**config.mk**
```make
export PLATFORM = sky130hd
export DESIGN_NAME = vacuum_gripper_sequencer_unit
export DESIGN_NICKNAME = d
export VERILOG_FILES = /design/src/design/vgs_pkg.sv /design/src/design/vgs_cfg_regs.sv /design/src/design/vgs_in_reg.sv /design/src/design/vgs_core.sv /design/src/design/vacuum_gripper_sequencer_unit.sv
export SDC_FILE = /design/constraint.sdc
export NUM_CORES = 1
export LEC_CHECK = 0
export ABC_AREA = 1
export BUFFER_PORTS_ARGS = -buffer_cell sky130_fd_sc_hd__buf_2
export CORE_UTILIZATION = 40
export DETAILED_ROUTE_END_ITERATION = 8
export PLACE_DENSITY = 0.62
export SLEW_MARGIN = 20
export SYNTH_ARGS = -nofsm -noshare
export SYNTH_HDL_FRONTEND = slang
export SYNTH_HIERARCHICAL = 1
export SYNTH_SLANG_ARGS = --single-unit
export TNS_END_PERCENT = 50
```
**constraint.sdc**
```tcl
create_clock -name clk -period 2.8 [get_ports clk]
set_clock_uncertainty 0.15 [all_clocks]
set_input_delay 0.56 -clock clk [delete_from_list [all_inputs] [get_ports clk]]
set_output_delay 0.56 -clock clk [all_outputs]
set_load 0.005 [all_outputs]
```
**src/design/vgs_pkg.sv**
```systemverilog
// ----------------------------------------------------------------------------
// vgs_pkg
// Shared types, codes and reset values for the vacuum gripper sequencer.
// ----------------------------------------------------------------------------
package vgs_pkg;

    // Width of the time-since-last-command counter
    localparam int TIME_BITS = 16;
    // Width of the configuration registers and phase counter
    localparam int REG_BITS  = 16;
    // Width used when comparing the time counter against the command gap
    localparam int CMP_BITS  = (TIME_BITS > REG_BITS) ? TIME_BITS : REG_BITS;

    localparam int CODE_BITS = 8;
    localparam int CFG_IDX_BITS = 2;

    // Register indexes on the configuration port
    localparam logic [CFG_IDX_BITS-1:0] CFG_MIN_GAP    = 2'd0;
    localparam logic [CFG_IDX_BITS-1:0] CFG_GRAB_TIME  = 2'd1;
    localparam logic [CFG_IDX_BITS-1:0] CFG_OPEN_TIME  = 2'd2;
    localparam logic [CFG_IDX_BITS-1:0] CFG_DELAY_TIME = 2'd3;

    // Register reset values
    localparam logic [REG_BITS-1:0] RST_MIN_GAP    = 16'd500;
    localparam logic [REG_BITS-1:0] RST_GRAB_TIME  = 16'd300;
    localparam logic [REG_BITS-1:0] RST_OPEN_TIME  = 16'd500;
    localparam logic [REG_BITS-1:0] RST_DELAY_TIME = 16'd50;

    // Gripper command codes
    localparam logic signed [CODE_BITS-1:0] CODE_STOP    = 8'sd0;
    localparam logic signed [CODE_BITS-1:0] CODE_GRAB    = 8'sd1;
    localparam logic signed [CODE_BITS-1:0] CODE_RELEASE = 8'sd2;

    typedef enum logic [1:0] {
        MODE_IDLE      = 2'd0,
        MODE_HOLDING   = 2'd1,
        MODE_RELEASING = 2'd2,
        MODE_STOPPED   = 2'd3
    } mode_t;

    typedef enum logic [1:0] {
        PH_NONE   = 2'd0,
        PH_SETTLE = 2'd1,
        PH_DELAY  = 2'd2,
        PH_OPEN   = 2'd3
    } phase_t;

    typedef enum logic [2:0] {
        OUT_ACTED     = 3'd0,
        OUT_DROPPED   = 3'd1,
        OUT_DUPLICATE = 3'd2,
        OUT_UNKNOWN   = 3'd3,
        OUT_TICK      = 3'd4
    } outcome_t;

    // Configuration register set
    typedef struct packed {
        logic [REG_BITS-1:0] min_command_gap;
        logic [REG_BITS-1:0] grab_settle_time;
        logic [REG_BITS-1:0] vent_open_time;
        logic [REG_BITS-1:0] vent_delay_time;
    } cfg_t;

    // One input item
    typedef struct packed {
        logic                        cmd;
        logic signed [CODE_BITS-1:0] command_code;
    } item_t;

    // One result item, packed first field highest
    typedef struct packed {
        outcome_t outcome;
        logic     grip_done;
        mode_t    gripper_mode;
        logic     valve_on;
        logic     pump_on;
    } result_t;

endpackage

```
**src/design/vgs_cfg_regs.sv**
```systemverilog
// ----------------------------------------------------------------------------
// vgs_cfg_regs
// Configuration register file, written through a plain write port.
// ----------------------------------------------------------------------------
module vgs_cfg_regs
    import vgs_pkg::*;
(
    input  logic                    clk,
    input  logic                    rst_n,
    input  logic                    cfg_we,
    input  logic [CFG_IDX_BITS-1:0] cfg_addr,
    input  logic [REG_BITS-1:0]     cfg_wdata,
    output cfg_t                    cfg
);

    cfg_t cfg_reg;
    cfg_t cfg_next;

    // Decode the write into the addressed register
    always_comb
    begin
        cfg_next = cfg_reg;
        if (cfg_we)
        begin
            case (cfg_addr)
                CFG_MIN_GAP:    cfg_next.min_command_gap  = cfg_wdata;
                CFG_GRAB_TIME:  cfg_next.grab_settle_time = cfg_wdata;
                CFG_OPEN_TIME:  cfg_next.vent_open_time   = cfg_wdata;
                CFG_DELAY_TIME: cfg_next.vent_delay_time  = cfg_wdata;
                default:        cfg_next = cfg_reg;
            endcase
        end
    end

    always_ff @(posedge clk or negedge rst_n)
    begin
        if (!rst_n)
        begin
            cfg_reg.min_command_gap  <= RST_MIN_GAP;
            cfg_reg.grab_settle_time <= RST_GRAB_TIME;
            cfg_reg.vent_open_time   <= RST_OPEN_TIME;
            cfg_reg.vent_delay_time  <= RST_DELAY_TIME;
        end
        else
        begin
            cfg_reg <= cfg_next;
        end
    end

    assign cfg = cfg_reg;

endmodule

```
**src/design/vgs_in_reg.sv**
```systemverilog
// ----------------------------------------------------------------------------
// vgs_in_reg
// Input register: captures one transfer per cycle from the slave side while the held item is empty or leaves.
// ----------------------------------------------------------------------------
module vgs_in_reg
    import vgs_pkg::*;
(
    input  logic  clk,
    input  logic  rst_n,
    input  logic  in_valid,
    output logic  in_ready,
    input  item_t in_item,
    output logic  item_valid,
    output item_t item,
    input  logic  item_take
);

    logic  valid_reg;
    logic  valid_next;
    item_t item_reg;

    // Accept whenever the held item is empty or leaves this cycle
    assign in_ready   = !valid_reg || item_take;
    assign valid_next = (in_valid && in_ready) || (valid_reg && !item_take);

    always_ff @(posedge clk or negedge rst_n)
    begin
        if (!rst_n)
        begin
            valid_reg <= 1'b0;
        end
        else
        begin
            valid_reg <= valid_next;
        end
    end

    // Payload: load on a transfer only
    always_ff @(posedge clk)
    begin
        if (in_valid && in_ready)
        begin
            item_reg <= in_item;
        end
    end

    assign item_valid = valid_reg;
    assign item       = item_reg;

endmodule

```
**src/design/vgs_core.sv**
```systemverilog
// ----------------------------------------------------------------------------
// vgs_core
// Gripper state, one-pass update per item and the result register.
// ----------------------------------------------------------------------------
module vgs_core
    import vgs_pkg::*;
(
    input  logic    clk,
    input  logic    rst_n,
    input  cfg_t    cfg,
    input  logic    item_valid,
    input  item_t   item,
    output logic    item_take,
    output logic    res_valid,
    output result_t res,
    input  logic    res_ready
);

    mode_t                mode_reg,   mode_next;
    phase_t               phase_reg,  phase_next;
    logic [REG_BITS-1:0]  count_reg,  count_next;
    logic [TIME_BITS-1:0] since_reg,  since_next;
    logic                 pump_reg,   pump_next;
    logic                 valve_reg,  valve_next;
    logic                 done_reg,   done_next;
    outcome_t             outcome_next;

    logic                 res_valid_reg, res_valid_next;
    result_t              res_reg;

    logic [REG_BITS-1:0]  count_inc;
    logic [REG_BITS-1:0]  duration;
    logic                 gap_short;

    // Move an item into the result register when that register is free or its result leaves
    assign item_take      = item_valid && (!res_valid_reg || res_ready);
    assign res_valid_next = item_take || (res_valid_reg && !res_ready);

    assign count_inc = (count_reg == '1) ? count_reg : count_reg + 1'b1;
    assign gap_short = CMP_BITS'(since_reg) < CMP_BITS'(cfg.min_command_gap);

    // Pick the duration of the running phase
    always_comb
    begin
        case (phase_reg)
            PH_SETTLE: duration = cfg.grab_settle_time;
            PH_DELAY:  duration = cfg.vent_delay_time;
            PH_OPEN:   duration = cfg.vent_open_time;
            default:   duration = '0;
        endcase
    end

    // Next state for a tick or a command
    always_comb
    begin
        mode_next    = mode_reg;
        phase_next   = phase_reg;
        count_next   = count_reg;
        since_next   = since_reg;
        pump_next    = pump_reg;
        valve_next   = valve_reg;
        done_next    = done_reg;
        outcome_next = OUT_TICK;

        if (!item.cmd)
        begin
            // Tick: advance the saturating counters, then check for expiry
            if (since_reg != '1)
            begin
                since_next = since_reg + 1'b1;
            end
            if (phase_reg != PH_NONE)
            begin
                count_next = count_inc;
                if (count_inc >= duration)
                begin
                    count_next = '0;
                    case (phase_reg)
                        PH_SETTLE:
                        begin
                            done_next  = 1'b1;
                            phase_next = PH_NONE;
                        end
                        PH_DELAY:
                        begin
                            valve_next = 1'b1;
                            phase_next = PH_OPEN;
                        end
                        default:
                        begin
                            valve_next = 1'b0;
                            mode_next  = MODE_IDLE;
                            done_next  = 1'b1;
                            phase_next = PH_NONE;
                        end
                    endcase
                end
            end
        end
        else if (gap_short)
        begin
            // Drop a command that comes too soon
            outcome_next = OUT_DROPPED;
        end
        else
        begin
            since_next   = '0;
            outcome_next = OUT_UNKNOWN;
            if (item.command_code == CODE_GRAB)
            begin
                if (mode_reg == MODE_HOLDING || mode_reg == MODE_RELEASING)
                begin
                    outcome_next = OUT_DUPLICATE;
                end
                else
                begin
                    outcome_next = OUT_ACTED;
                    done_next    = 1'b0;
                    valve_next   = 1'b0;
                    pump_next    = 1'b1;
                    mode_next    = MODE_HOLDING;
                    phase_next   = PH_SETTLE;
                    count_next   = '0;
                end
            end
            else if (item.command_code == CODE_RELEASE)
            begin
                if (mode_reg == MODE_RELEASING)
                begin
                    outcome_next = OUT_DUPLICATE;
                end
                else
                begin
                    outcome_next = OUT_ACTED;
                    done_next    = 1'b0;
                    mode_next    = MODE_RELEASING;
                    pump_next    = 1'b0;
                    phase_next   = PH_DELAY;
                    count_next   = '0;
                end
            end
            else if (item.command_code == CODE_STOP)
            begin
                if (mode_reg == MODE_STOPPED)
                begin
                    outcome_next = OUT_DUPLICATE;
                end
                else
                begin
                    outcome_next = OUT_ACTED;
                    pump_next    = 1'b0;
                    valve_next   = 1'b0;
                    mode_next    = MODE_STOPPED;
                    done_next    = 1'b1;
                    phase_next   = PH_NONE;
                    count_next   = '0;
                end
            end
        end
    end

    // Hold the gripper state; update only when an item moves on
    always_ff @(posedge clk or negedge rst_n)
    begin
        if (!rst_n)
        begin
            mode_reg      <= MODE_IDLE;
            phase_reg     <= PH_NONE;
            count_reg     <= '0;
            since_reg     <= '0;
            pump_reg      <= 1'b0;
            valve_reg     <= 1'b0;
            done_reg      <= 1'b1;
            res_valid_reg <= 1'b0;
        end
        else
        begin
            res_valid_reg <= res_valid_next;
            if (item_take)
            begin
                mode_reg  <= mode_next;
                phase_reg <= phase_next;
                count_reg <= count_next;
                since_reg <= since_next;
                pump_reg  <= pump_next;
                valve_reg <= valve_next;
                done_reg  <= done_next;
            end
        end
    end

    // Result payload
    always_ff @(posedge clk)
    begin
        if (item_take)
        begin
            res_reg.pump_on      <= pump_next;
            res_reg.valve_on     <= valve_next;
            res_reg.gripper_mode <= mode_next;
            res_reg.grip_done    <= done_next;
            res_reg.outcome      <= outcome_next;
        end
    end

    assign res_valid = res_valid_reg;
    assign res       = res_reg;

endmodule

```
**src/design/vacuum_gripper_sequencer_unit.sv**
```systemverilog
// ----------------------------------------------------------------------------
// vacuum_gripper_sequencer_unit
// Vacuum gripper sequencer: millisecond ticks and commands in, line levels,
// mode and outcome out, one result for every item.
// ----------------------------------------------------------------------------
// Each transfer on the slave side is a tick (s_tuser low) or a gripper
// command (s_tuser high, code in s_tdata) and yields exactly one result on the
// master side. The block takes one item every clock cycle while not stalled by
// backpressure; a result passes through the input register and then the
// result register, where the whole state update is done in a single pass.
// Backpressure on m_tready stalls the input register only once
// both registers hold an item. Write the registers only while no item is in
// flight.
module vacuum_gripper_sequencer_unit
    import vgs_pkg::*;
(
    input  logic                    clk,
    input  logic                    rst_n,
    // Configuration write port
    input  logic                    cfg_we,
    input  logic [CFG_IDX_BITS-1:0] cfg_addr,
    input  logic [REG_BITS-1:0]     cfg_wdata,
    // Slave side
    input  logic                    s_tvalid,
    output logic                    s_tready,
    input  logic [7:0]              s_tdata,   // [7:0] command_code
    input  logic                    s_tuser,   // [0] cmd
    // Master side
    output logic                    m_tvalid,
    input  logic                    m_tready,
    output logic [7:0]              m_tdata    // [0] pump_on, [1] valve_on,
                                               // [3:2] gripper_mode,
                                               // [4] grip_done, [7:5] outcome
);

    cfg_t    cfg;
    item_t   in_item;
    item_t   item;
    logic    item_valid;
    logic    item_take;
    result_t res;

    assign in_item.cmd          = s_tuser;
    assign in_item.command_code = s_tdata;

    vgs_cfg_regs u_cfg_regs
    (
        .clk       (clk),
        .rst_n     (rst_n),
        .cfg_we    (cfg_we),
        .cfg_addr  (cfg_addr),
        .cfg_wdata (cfg_wdata),
        .cfg       (cfg)
    );

    vgs_in_reg u_in_reg
    (
        .clk        (clk),
        .rst_n      (rst_n),
        .in_valid   (s_tvalid),
        .in_ready   (s_tready),
        .in_item    (in_item),
        .item_valid (item_valid),
        .item       (item),
        .item_take  (item_take)
    );

    vgs_core u_core
    (
        .clk        (clk),
        .rst_n      (rst_n),
        .cfg        (cfg),
        .item_valid (item_valid),
        .item       (item),
        .item_take  (item_take),
        .res_valid  (m_tvalid),
        .res        (res),
        .res_ready  (m_tready)
    );

    assign m_tdata = res;

`ifndef NO_ASSERTIONS
    // Pump and valve are never driven together
    a_lines_exclusive: assert property (@(posedge clk) disable iff (!rst_n)
        m_tvalid |-> !(m_tdata[0] && m_tdata[1]))
        else $error("pump and valve both on");

    // While releasing the pump is off
    a_release_pump_off: assert property (@(posedge clk) disable iff (!rst_n)
        (m_tvalid && m_tdata[3:2] == MODE_RELEASING) |-> !m_tdata[0])
        else $error("pump on while releasing");

    // An item leaving the input register shows up as a result next cycle
    a_take_to_result: assert property (@(posedge clk) disable iff (!rst_n)
        item_take |=> m_tvalid)
        else $error("result lost after transfer into result register");

    // A tick result carries the tick outcome when the input was a tick
    a_tick_outcome: assert property (@(posedge clk) disable iff (!rst_n)
        (item_take && !item.cmd) |=> (m_tdata[7:5] == OUT_TICK))
        else $error("tick item without tick outcome");
`endif

endmodule

```
* Word level (Yosys, flattened, before mapping) *
Cells that the tools add are included.

storage, ports and cells
  bits in latches = 0
  register bits = 122
  ROM bits = 0
  memory bits (writable) = 0
  memories kept = 0
  output and inout port bits = 10

operators by class
  reduce and logical (&&, ||, !) cells = 28
  multiplexer cells = 73
  $lt $le $gt $ge = 2
  div/mod/pow operators = 0
  equal/unequal tests = 18
  shift-type cells = 0
  bitwise gates (word level) = 1
  multiply operators = 0
  add/sub/neg operators = 2

operators by type and width
  operator               count
  $mux 16                14
  $mux 2                 25
  $pmux 16 s3            1
  $add 16x1->16 const B  2
  $mux 1                 28
  $eq 16x16->1 const B   1
  $ge 16x16->1           1
  $lt 16x16->1           1
  $ne 16x16->1 const B   1
  $eq 2x2->1 const B     6
  $mux 3                 4
  $eq 8x2->1 const B     1
  $eq 8x3->1 const B     1
  $logic_not 8->1        1
  $reduce_and 2->1       4
  $reduce_and 8->1       1
  $reduce_bool 2->1      4
  $reduce_and 7->1       1
  $eq 2x1->1 const B     3
  $logic_or 1x1->1       5
  $logic_and 1x1->1      4
  $logic_not 1->1        4
  $ne 4x1->1 const B     1
  $ne 4x2->1 const B     1
  8 further kinds        9

* Depth between registers and ports, before layout *
  depth in word-level cells = 7
  depth in mapped cells = 24

* By module *
The synthesis kept the hierarchy.

modules (own cells, without submodules)
  module        sequential area each (um2)  cells an instance  area an instance (um2)  instances
  vgs_core      1242.4                      617                4212.8                  1
  vgs_cfg_regs  1625.3                      285                2635.0                  1
  vgs_in_reg    295.3                       15                 315.3                   1

* Least setup slack after synthesis *
OpenSTA, ideal clock, no wires.

  path kind = register -> register
  start = register u_core.phase_reg[0]
  end = register u_core.count_reg[12]
  arrival = 2.694 ns
  stages on the path, launching flop included = 20
  setup slack = -0.118 ns
  library setup time = 0.074 ns
  cell sequence = dfrtp_1 > inv_1 > ha_1 > clkbuf_1 > clkbuf_1 > nand2_1 > nand3_1 > nand2_1 > ha_1 > nand2_1 > nor2_1 > and2_1 > nor2_1 > nand2_1 > nand2_1 > nand3_1 > nor2_8 > buf_6 > nand2_1 > o21ai_2

on the way
  word-level cells in the longest chain between the ends = 6
  elaborated cells between the ends (all ways) = 11

RTL lines
  item                                      line             text
  start: declaration                        vgs_core.sv:20   phase_t phase_reg, phase_next;
  start signal: assignment                  vgs_core.sv:182  phase_reg <= phase_next;
  $eq 2x2->1 or $eq 2x1->1 (tied branches)  vgs_core.sv:45   case (phase_reg)
  $pmux 16 s3                               vgs_core.sv:45
  $ge 16x16->1                              vgs_core.sv:75   if (count_inc >= duration)
  $mux 16                                   vgs_core.sv:75
  $mux 16                                   vgs_core.sv:72   if (phase_reg != PH_NONE)
  $mux 16                                   vgs_core.sv:65   if (!item.cmd)
  end signal: assignment                    vgs_core.sv:183  count_reg <= count_next;
  end: declaration                          vgs_core.sv:21   logic [REG_BITS-1:0] count_reg, count_next;

Parallel ways exist; a longest one is shown, timed or not. The select of a mux whose other input is x is not followed.
A chain may end at the register's enable or synchronous reset.

* Final worst setup path *
  start = register u_core.count_reg[8]
  end = register u_core.count_reg[3]

on the way
  word-level cells in the longest chain between the ends = 6
  elaborated cells between the ends (all ways) = 7

RTL lines
  item                                           line            text
  $add 16x1->16 or $eq 16x16->1 (tied branches)  vgs_core.sv:39  assign count_inc = (count_reg == '1) ? count_reg : count_reg + 1'b1;
  $mux 16 (*)                                    vgs_core.sv:39
  $ge 16x16->1                                   vgs_core.sv:75
  $mux 16 (*)                                    vgs_core.sv:75
  $mux 16 (*)                                    vgs_core.sv:72
  $mux 16 (*)                                    vgs_core.sv:65

Every way passes the cells marked *; elsewhere a longest branch is shown, timed or not. The select of a mux whose other input is x is not followed.

==> out/qor.yml <==
clk_path_buf_depth: 2
largest_reg_flops: 64
ys.flop_type: "dfrtp_1"
critical_path_class: "flip-flop to flip-flop"
synthTopCellsByArea: "dfrtp_1, nand2_1, dfstp_2"
viasPerCell: 5.09
antennaDiodeCount: 0
antenna_found_initial: 0
ys_async_sr_fraction_pct: 86.1
final_cells: 1252
startpoint_type: "flip-flop"
final_common_cell: "nand2_1"
placedInstanceArea_sq_mm: 0.00799
hpwl_mm: 12.3
syn_avg_cell_area_sq_um: 7.81
cts.sink_count: 122
worst_pin_slew_ns: 0.863
met1_usage_pct: 29.2
gp_congestion: 0.847
area_delta_synth_final_pct: 23.1
synth_top_cell_area_share_pct: 29.7
rsz0062_at_grt: "yes"
core_area_sq_mm: 0.0174
vias: 6370
seq_area_frac_synth_pct: 44.2
postRouteAntennaNets: 0
die_w_um: 136
synth_area_sq_mm: 0.00716
synth_top_area_cell: "dfrtp_1"
hold_class: "primary input to flip-flop"
drc: 0
min_period_over_period_pct: 109
hold_violations: 0
io_pins: 42
syn_nets: 990
slew_headroom_pct: 42.5
finalCriticalPeriod_ns: 3.04
crit_required_ns: 3.00
grt.met2_usage_pct: 33.3
detail_route.wl_per_cell_um: 14.6
outcome: "complete, but fails checks"
synth.distinct_cells: 41
power_mw: 5.78
cts_buffers: 17
tritoncts: "built"
first_global_vias: 6060
grt_max_degree: 40
wl_mm: 18.3
row_count: 48
drtIter0Drc: 366
pwr_density_cell_mw_per_mm2: 656
numPortBuffers: 41
dp_slack_ns: -0.217
critPathCaptureType: "flip-flop"
max_freq_mhz: 329
synth_edf_count: 17
h-tree-depth: 4
final_nets: 1087
clk_pin_slew_worst_paths_ns: 0.06
ir_drop_uv: 490
die_area_sq_mm: 0.0184
p_leak_nw: 4.38
crit_fanout: 8
violations: "negative setup slack"
fillCellCount: 1691
use_met3_pct: 4.92
drv_cap: 0
fin_area_sq_mm: 0.00882
final_cell_mix: "nand2_1, dfrtp_1, inv_1, buf_4, nand4_1"
slew_violations: 0
dp_cells: 1205
ys_ff_latch: 122
start_util_pct: 41.1
setup_violations: 26
fin_util_pct: 50.6
track_usage_pct: 21.4
ys_warn_count: 6
root_buffer: "clkbuf_16"
drt_first_pass_iters: 5
grt_pass1_wl_mm: 30.4
worstSkewPairLatency_ns: 0.42
syn_inst: 917
gr-max-usage-layer: "met2"
drive_above_1_share_pct: 22.3
timing.critical_path.arrival_ns: 3.24
die_height_um: 136
overflow: 0
fin_ws_ns: -0.242
## report_power, final
group          internal [mW]  leakage [nW]  total (mW)  switching (mW)
combinational          0.577          2.63        1.41           0.837
sequential              2.10          1.47        2.26           0.165
clock                   1.26         0.279        2.11           0.846
total                   3.94          4.38        5.78            1.85
## routing by layer
metal  wire length [um]  up-vias
met1               8440     2949
met2               8460      183
li1                   -     3208
met5                  0        -
met3                962       30
met4                393        0
## cell usage after synthesis (4+ instances only)
| library cell | count |
|---|---|
| a21oi_1 | 27 |
| buf_2 | 12 |
| buf_4 | 4 |
| clkbuf_1 | 16 |
| dfrtp_1 | 85 |
| dfstp_2 | 20 |
| edfxtp_1 | 17 |
| ha_1 | 41 |
| inv_1 | 74 |
| inv_2 | 6 |
| nand2_1 | 357 |
| nand2_2 | 5 |
| nand3_1 | 60 |
| nand3_2 | 5 |
| nand4_1 | 57 |
| nor2_1 | 33 |
| nor2_2 | 6 |
| nor3_1 | 12 |
| o21ai_0 | 15 |
| o21ai_1 | 9 |
| o21ai_2 | 7 |
| o31ai_1 | 9 |
| xor2_1 | 14 |
## timing repair
item                                   CTS  global route
setup buffers                           11             2
hold buffers                             1             0
gates cloned                             1             0
endpoints found under the hold margin   20             0
resized for setup                       19            13
setup endpoints to repair               26            26
pin swaps                                7            17
## worst max-delay path, cell delays in order (launching register included)
cell,delay (ns)
dfrtp_1,0.39
clkinv_4,0.08
nor3_4,0.27
buf_4,0.16
nand2_1,0.07
nor2_2,0.11
inv_1,0.06
nor2_1,0.13
a31oi_1,0.13
ha_1,0.32
nand2_2,0.11
o21ai_0,0.13
a21oi_2,0.25
nand3_4,0.19
nor2_4,0.27
nand2_1,0.08
o21ai_1,0.08
## metrics by stage
step,setup TNS [ns],hold slack (ns)
after CTS,-2.30,0.150
final,-4.74,0.168
after detailed placement,-4.69,0.304
after global routing,-10.19,0.152
after floorplan,0,0.114
after global placement,-1.80,0.303
## final timing paths
| path | from | end | slack (ns) | cells after the start |
|---|---|---|---|---|
| worst max-delay path | u_core/count_reg[8]$_DFFE_PN0P_ | u_core/count_reg[3]$_DFFE_PN0P_ | -0.24 | 16 |
| worst min-delay path | s_tdata[6] | u_in_reg/item[6]$_DFFE_PP_ | 0.17 | 1 |
| worst max register to register | u_core/count_reg[8]$_DFFE_PN0P_ | u_core/count_reg[3]$_DFFE_PN0P_ | -0.24 | 16 |
| worst min register to register | u_cfg_regs/cfg[40]$_DFFE_PN1P_ | u_cfg_regs/cfg[40]$_DFFE_PN1P_ | 0.31 | 2 |
| max in group asynchronous | rst_n | u_core/done_reg$_DFFE_PN1P_ | 1.31 | 3 |
| min in group asynchronous | rst_n | u_core/count_reg[6]$_DFFE_PN0P_ | 0.48 | 2 |
## logic make-up (layout without fill, tap and decap cells)
kind of cell / Yosys count / count (layout) / share of synthesized area (%)
adder cells (fa/ha/maj): 41 / 41 / 7.16
AND/OR/NAND/NOR: 543 / 544 / 33.4
flip-flops: 122 / 122 / 44.2
AO/OA/AOI/OAI: 75 / 75 / 6.27
XOR/XNOR: 17 / 17 / 2.08
buffers and inverters: 119 / 228 / 6.93
## area by class of cell
class | instances | area, sq um | area share [%]
Timing Repair Buffer | 113 | 813 | 9.22
Clock buffer | 20 | 489 | 5.55
Sequential cell | 122 | 3160 | 35.9
Multi-Input combinational cell | 677 | 3670 | 41.6
Tap cell | 225 | 282 | 3.19
Inverter | 83 | 317 | 3.59
Clock inverter | 12 | 87.6 | 0.993
Note: power is estimated with default switching activity, not from simulation.
